[src/design/dcbw_pkg.sv]
// Package for the display capture blend writer.
// Holds the register indexes, capture size tables and the channel blend function.
// Depends on nothing; used by display_capture_blend_writer.
package dcbw_pkg;

  localparam int CFG_IDX_W = 3;

  localparam logic [CFG_IDX_W-1:0] CFG_CAPTURE_ENABLE   = 3'd0;
  localparam logic [CFG_IDX_W-1:0] CFG_SOURCE_MODE      = 3'd1;
  localparam logic [CFG_IDX_W-1:0] CFG_FACTOR_A         = 3'd2;
  localparam logic [CFG_IDX_W-1:0] CFG_FACTOR_B         = 3'd3;
  localparam logic [CFG_IDX_W-1:0] CFG_CAPTURE_SIZE     = 3'd4;
  localparam logic [CFG_IDX_W-1:0] CFG_WRITE_BLOCK      = 3'd5;
  localparam logic [CFG_IDX_W-1:0] CFG_DEST_BANK_MAPPED = 3'd6;

  localparam logic [1:0] MODE_SOURCE_A = 2'd0;
  localparam logic [1:0] MODE_SOURCE_B = 2'd1;

  localparam logic [1:0] SIZE_128X128 = 2'd0;
  localparam logic [1:0] SIZE_256X64  = 2'd1;
  localparam logic [1:0] SIZE_256X128 = 2'd2;
  localparam logic [1:0] SIZE_256X192 = 2'd3;

  localparam logic [4:0] FACTOR_MAX = 5'd16;
  localparam logic [4:0] CH_MAX     = 5'h1F;

  function automatic logic [8:0] cap_width(input logic [1:0] size);
    logic [8:0] w;
    case (size)
      SIZE_128X128: w = 9'd128;
      default:      w = 9'd256;
    endcase
    return w;
  endfunction

  function automatic logic [8:0] cap_height(input logic [1:0] size);
    logic [8:0] h;
    case (size)
      SIZE_128X128: h = 9'd128;
      SIZE_256X64:  h = 9'd64;
      SIZE_256X128: h = 9'd128;
      SIZE_256X192: h = 9'd192;
      default:      h = 9'd128;
    endcase
    return h;
  endfunction

  function automatic logic [4:0] clamp_factor(input logic [4:0] k);
    return (k > FACTOR_MAX) ? FACTOR_MAX : k;
  endfunction

  // Weighted sum of two 5-bit channels divided by 16, rounded, then saturated to 31.
  function automatic logic [4:0] mix_channel(input logic [4:0] c1, input logic [4:0] w1,
                                             input logic [4:0] c2, input logic [4:0] w2);
    logic [9:0]  p1;
    logic [9:0]  p2;
    logic [10:0] sum;
    logic [6:0]  v;
    p1  = 10'(c1) * 10'(w1);
    p2  = 10'(c2) * 10'(w2);
    sum = 11'(p1) + 11'(p2) + 11'd8;
    v   = sum[10:4];
    return (v > 7'(CH_MAX)) ? CH_MAX : v[4:0];
  endfunction

endpackage

[src/design/display_capture_blend_writer.sv]
// Top level of the display capture blend writer: input register, blend and
// address logic, result register. Depends on dcbw_pkg.
//
//   channel   handshake              payload
//   --------  ---------------------  ----------------------------------------------
//   input     start / busy           column, line, a_red, a_green, a_blue,
//                                    a_alpha, b_word
//   result    done (one cycle)       write_strobe, write_offset, pixel_word
//   config    cfg_valid / cfg_ready  cfg_index, cfg_data
//
// One item per clock: busy stays low and an item may follow in every cycle.
// The result passes through the input register and then the result register
// before it appears.
// Reset clears the pipeline valid bits and all configuration registers.
// The receiver cannot stall, so done is simply the delayed accept.
module display_capture_blend_writer (
  input  logic                           clk,
  input  logic                           rst,
  input  logic                           start,
  output logic                           busy,
  input  logic [7:0]                     column,
  input  logic [7:0]                     line,
  input  logic [5:0]                     a_red,
  input  logic [5:0]                     a_green,
  input  logic [5:0]                     a_blue,
  input  logic [4:0]                     a_alpha,
  input  logic [15:0]                    b_word,
  output logic                           done,
  output logic                           write_strobe,
  output logic [16:0]                    write_offset,
  output logic [15:0]                    pixel_word,
  input  logic                           cfg_valid,
  output logic                           cfg_ready,
  input  logic [dcbw_pkg::CFG_IDX_W-1:0] cfg_index,
  input  logic [15:0]                    cfg_data
);
  import dcbw_pkg::*;

  logic       capture_enable;
  logic [1:0] source_mode;
  logic [4:0] factor_a;
  logic [4:0] factor_b;
  logic [1:0] capture_size;
  logic [1:0] write_block;
  logic       dest_bank_mapped;

  logic        s1_valid;
  logic [7:0]  s1_column;
  logic [7:0]  s1_line;
  logic [4:0]  s1_r;
  logic [4:0]  s1_g;
  logic [4:0]  s1_b;
  logic        s1_alpha;
  logic [15:0] s1_b_word;

  logic        strobe_next;
  logic [16:0] offset_next;
  logic [15:0] pixel_next;
  logic [17:0] row_bytes;
  logic [17:0] offset_sum;
  logic [4:0]  w1;
  logic [4:0]  w2;
  logic        accept;

  assign busy      = 1'b0;
  assign cfg_ready = 1'b1;
  assign accept    = start && !busy;

  always_ff @(posedge clk) begin
    if (rst) begin
      capture_enable   <= 1'b0;
      source_mode      <= 2'd0;
      factor_a         <= 5'd0;
      factor_b         <= 5'd0;
      capture_size     <= 2'd0;
      write_block      <= 2'd0;
      dest_bank_mapped <= 1'b0;
    end else if (cfg_valid && cfg_ready) begin
      case (cfg_index)
        CFG_CAPTURE_ENABLE:   capture_enable   <= cfg_data[0];
        CFG_SOURCE_MODE:      source_mode      <= cfg_data[1:0];
        CFG_FACTOR_A:         factor_a         <= cfg_data[4:0];
        CFG_FACTOR_B:         factor_b         <= cfg_data[4:0];
        CFG_CAPTURE_SIZE:     capture_size     <= cfg_data[1:0];
        CFG_WRITE_BLOCK:      write_block      <= cfg_data[1:0];
        CFG_DEST_BANK_MAPPED: dest_bank_mapped <= cfg_data[0];
        default: ;
      endcase
    end
  end

  // Input register; source A is halved to 5-bit channels on the way in.
  always_ff @(posedge clk) begin
    if (rst) begin
      s1_valid <= 1'b0;
    end else begin
      s1_valid <= accept;
    end
  end

  always_ff @(posedge clk) begin
    if (accept) begin
      s1_column <= column;
      s1_line   <= line;
      s1_r      <= a_red[5:1];
      s1_g      <= a_green[5:1];
      s1_b      <= a_blue[5:1];
      s1_alpha  <= (a_alpha != 5'd0);
      s1_b_word <= b_word;
    end
  end

  always_comb begin
    strobe_next = capture_enable && dest_bank_mapped &&
                  ({1'b0, s1_column} < cap_width(capture_size)) &&
                  ({1'b0, s1_line} < cap_height(capture_size));

    // Two bytes per pixel, so a row is 256 or 512 bytes.
    if (capture_size == SIZE_128X128) begin
      row_bytes = {2'b00, s1_line, 8'd0};
    end else begin
      row_bytes = {1'b0, s1_line, 9'd0};
    end
    offset_sum = row_bytes + {1'b0, write_block, 15'd0} + {9'd0, s1_column, 1'b0};

    w1 = s1_alpha ? clamp_factor(factor_a) : 5'd0;
    w2 = s1_b_word[15] ? clamp_factor(factor_b) : 5'd0;

    case (source_mode)
      MODE_SOURCE_A: pixel_next = {s1_alpha, s1_b, s1_g, s1_r};
      MODE_SOURCE_B: pixel_next = s1_b_word;
      default: begin
        pixel_next = {(w1 != 5'd0) || (w2 != 5'd0),
                      mix_channel(s1_b, w1, s1_b_word[14:10], w2),
                      mix_channel(s1_g, w1, s1_b_word[9:5], w2),
                      mix_channel(s1_r, w1, s1_b_word[4:0], w2)};
      end
    endcase

    offset_next = offset_sum[16:0];
    if (!strobe_next) begin
      offset_next = 17'd0;
      pixel_next  = 16'd0;
    end
  end

  always_ff @(posedge clk) begin
    if (rst) begin
      done <= 1'b0;
    end else begin
      done <= s1_valid;
    end
  end

  always_ff @(posedge clk) begin
    if (s1_valid) begin
      write_strobe <= strobe_next;
      write_offset <= offset_next;
      pixel_word   <= pixel_next;
    end
  end

  a_done_follows_accept: assert property (@(posedge clk) disable iff (rst)
    accept |=> ##1 done)
    else $error("accepted item produced no result two cycles later");

  a_done_needs_stage: assert property (@(posedge clk) disable iff (rst)
    done |-> $past(s1_valid))
    else $error("result shown without an item in the input register");

  a_strobe_gated: assert property (@(posedge clk) disable iff (rst)
    (done && write_strobe) |-> (capture_enable && dest_bank_mapped))
    else $error("write strobe while capture is off or bank unmapped");

  a_idle_fields_zero: assert property (@(posedge clk) disable iff (rst)
    (done && !write_strobe) |-> (write_offset == 17'd0 && pixel_word == 16'd0))
    else $error("suppressed write carries nonzero fields");

  a_offset_even: assert property (@(posedge clk) disable iff (rst)
    done |-> (write_offset[0] == 1'b0))
    else $error("pixel offset is not halfword aligned");

endmodule

[config.mk]
export PLATFORM = sky130hd
export DESIGN_NAME = display_capture_blend_writer
export DESIGN_NICKNAME = d
export VERILOG_FILES = /design/src/design/dcbw_pkg.sv /design/src/design/display_capture_blend_writer.sv
export SDC_FILE = /design/constraint.sdc
export NUM_CORES = 1
export LEC_CHECK = 0
export BUFFER_PORTS_ARGS = -buffer_cell sky130_fd_sc_hd__buf_4
export CAP_MARGIN = 30
export CORE_ASPECT_RATIO = 0.5
export CORE_MARGIN = 8
export CORE_UTILIZATION = 40
export DETAILED_ROUTE_END_ITERATION = 10
export GPL_TIMING_DRIVEN = 1
export PLACE_DENSITY = 0.61
export SETUP_SLACK_MARGIN = 0.4
export SLEW_MARGIN = 20
export SYNTH_ARGS = -nofsm -noshare
export SYNTH_HDL_FRONTEND = slang
export SYNTH_SLANG_ARGS = --single-unit
[constraint.sdc]
create_clock -name clk -period 5.47 [get_ports clk]
set_input_delay 0.2735 -clock clk [delete_from_list [all_inputs] [get_ports clk]]
set_output_delay 0.2735 -clock clk [all_outputs]
set_load 0.005 [all_outputs]
==> metrics.cfg <==
[cts]
numClockSinks=101
cts-root-buf=clkbuf_16
cts_max_level=3
cts_tree=yes
clkSlewWorstSetupHoldPaths_ps=80
cts_inserted_buffers=9
clock_tree.buffer_depth=2
clock_latency_on_the_worst_skew_pair_ps=360

[worst_setup_path]
critical-path-max-stage-delay_ps=580
crit_chain=nor2b_4, and2_4, buf_6, nand2_4, fa_1, fa_1, inv_2, fa_1, fa_1, inv_1, fa_1, inv_2, ha_4, a21oi_4, o21ai_4, o211ai_1, mux2i_1, o21ai_2, o221a_1
timing.rr.end=pixel_word[9]$_SDFFCE_PN0P_
cp.buffers_inverters=4
critPathArrivalTime_ps=5260
timing.critical_path.depth=19
timing.critical_path.to_type=flip-flop
cp_max_fo=6
r2r-start=s1_b_word[15]$_DFFE_PP_
critical-path-top-cell-by-count=fa_1
critPathRequiredTime_ps=5580
reg2reg_depth=19
worst-r2r-setup-slack_ps=330
crit_slowest_cell=fa_1
worst_path_dominant_cell_family=adder cells
timing.critical_path.from_type=flip-flop
setup.worst_path.class=reg2reg

[pwr]
ir_worst_vdd_uv=142
power.leakage_uw=0.00570
cellPowerDensity_nw_per_um2=156

[timing]
layout_min_cycle_time_ps=5140
postLayoutSetupSlackWorst_ps=327
final.setup_skew_ps=9.39
worst_pin_slew_ps=959
unrepaired_setup_endpoints_after_global_routing=true
post-route-period-util_pct=94.0
fin_hold_ws_ps=79.6
setup_total_negative_slack_ps=0
final-hold-violation-count=0
number_of_pins_with_negative_max_slew_slack_in_the_final_report=0
maxSlewHeadroom_pct=36.1
max_freq_mhz=194
setup_violations=0

[synth]
yosys_warnings=0
synthesis.area_sq_um=9720
synthArstFlopShare_pct=0
synthCells=931
ys_seq_elements=101
synth.lib_cells_used.distinct=62
proportion_of_synthesized_chip_area_in_sequential_cells_pct=29.1
post_synth.cell_area_avg_sq_um=10.4
ys_dominant_reg_cell=edfxtp_1
synth_edf_count=81

[detailed_routing]
final_antenna_net_count=0
drtIter0Drc=407
vias_per_cell=5.19
route.detailed.drc=0
detailedRoute.firstPassIterationCount=5
detail_route.wirelength_mm=24.4
dr_total_vias=7070
detail_route.wl_per_cell_um=17.9

[placement]
hpwl_mm=18.1
placement.io_buffers=97
weighted_congestion_reported_at_the_end_of_routability_driven_placement=0.878
dpl_worst_slack_ps=69.8

[final_layout]
most-common-layout-cells=buf_4 (129), inv_1 (120), fa_1 (98)
finish.net_count=1318
final_common_cell=buf_4
antenna_cells=0
layout.area.seq_sq_um=2840
layout.filler_cells=2169
layout-drive-gt1-share_pct=24.5
multiInputGateArea_sq_um=6530
layout-area-overhead-vs-synth_pct=20.0

[floorplanning]
io_pins=115
chipHeight_um=126
core_region_area_sq_um=23900
start_util_pct=40.6
row_count=40
die_area_sq_um=29900
die_span_x_um=236

[grt]
grt_max_degree=50
grt_overflow=0
grt_pass1_vias=7380
grt.total_usage_pct=16.5
antenna_violations_before_repair=0
global_route_wire_length_before_repair_mm=39.5

[min_path]
hp-start=line[1]
holdPathStages=1
holdCritPathClass=in2reg
hold_critical_path_endpoint=s1_line[1]$_DFFE_PP_

[job]
drv_cap=0

[run_status]
status=completed

## metrics by stage
stage	power [uW]	area (sq um)	util, %	instances
2_1_floorplan	1050	9870	-	932
3_3_place_gp	1170	10900	45.8	1324
3_5_place_dp	1170	10900	45.8	1324
4_1_cts	1830	11400	47.5	1347
5_1_grt	1900	11700	48.8	1361
6_report	1820	11700	48.8	1361
## synthesized netlist by cell type (all sizes together) (4+ instances only)
library cell	number	area (sq um)
nor2	36	138
dfxtp	20	400
a21o	6	45.0
and3	68	425
inv	127	477
nand4b	11	111
o221a	10	113
and2	45	282
o21ai	29	156
nand2	82	310
nor3	9	55.1
or2	6	40.0
buf	7	61.3
ha	100	1250
fa	99	1980
o21a	4	30.0
nand3	11	55.1
xor2	17	149
clkbuf	35	131
a21oi	26	130
nand4	6	67.6
mux2i	20	200
a31oi	10	77.6
edfxtp	81	2430
mux2	16	180
xnor2	11	111
nor2b	6	37.5
## registers in the layout (all words and copies together) (netlist names), 2 cells and up
name / cells
source_mode: 2
write_block: 2
factor_a: 5
s1_g: 5
pixel_word: 16
s1_column: 8
factor_b: 5
s1_b: 5
write_offset: 16
s1_b_word: 16
s1_line: 8
s1_r: 5
capture_size: 2
## final cells by class
cell class                 count  share of cell area, %
timing repair buffer         140                   9.73
tap                          315                   3.38
sequential                   101                   24.3
clock inverter                 7                  0.547
multi-input combinational    660                   56.0
inverter                     129                   4.16
clock buffer                   9                   1.93
## power by group
group	switching [uW]	total (uW)	internal, uW	leakage, uW
clock	324	643	319	0.000140
sequential	57.5	931	873	0.000945
combinational	125	247	122	0.00461
## worst reg2reg max path: cells and delay by family (launching register included)
family | cells | cell delay, ps
AOI/OAI and AO/OA | 5 | 820
adders and majority gates | 6 | 2720
buffers and inverters | 4 | 270
DFF | 1 | 350
muxes | 1 | 240
and+or+nand+nor | 3 | 510
## cells by family after synthesis
group	synth area share, %
AOI/OAI and AO/OA	7.44
DFF	29.1
and+or+nand+nor	16.5
xor gates and xnor gates	2.68
muxes	3.91
other	0.0772
adders and majority gates	33.3
buffers and inverters	6.97
## how the worst max path moves through the flow
| stage | to | slack (ps) | from |
|---|---|---|---|
| after floorplan | pixel_word[4]$_SDFFCE_PN0P_ | 410 | s1_alpha$_DFFE_PP_ |
| after global placement | pixel_word[4]$_SDFFCE_PN0P_ | 170 | factor_a[4]$_SDFFE_PP0P_ |
| after detailed placement | pixel_word[9]$_SDFFCE_PN0P_ | 70 | factor_a[4]$_SDFFE_PP0P_ |
| after CTS | pixel_word[9]$_SDFFCE_PN0P_ | 330 | s1_b_word[15]$_DFFE_PP_ |
| after global routing | pixel_word[9]$_SDFFCE_PN0P_ | 150 | s1_b_word[15]$_DFFE_PP_ |
| final | pixel_word[9]$_SDFFCE_PN0P_ | 330 | s1_b_word[15]$_DFFE_PP_ |
## timing repair
item | CTS | global route
gates resized for setup | 24 | 37
hold buffers | 0 | 0
pin swaps | 33 | 44
endpoints found under the setup margin | 15 | 15
setup buffers | 7 | 11
cloned | 0 | 1
hold endpoints to repair | 0 | 0
## layer usage
| metal | track usage [%] | routed length (um) | vias up |
|---|---|---|---|
| met5 | 0 | 0 | - |
| met4 | 3.62 | 286 | 0 |
| met3 | 3.22 | 1270 | 26 |
| met2 | 25.7 | 11100 | 198 |
| met1 | 23.4 | 11700 | 3489 |
| li1 | - | - | 3357 |
(Power assumes the default switching activity.)
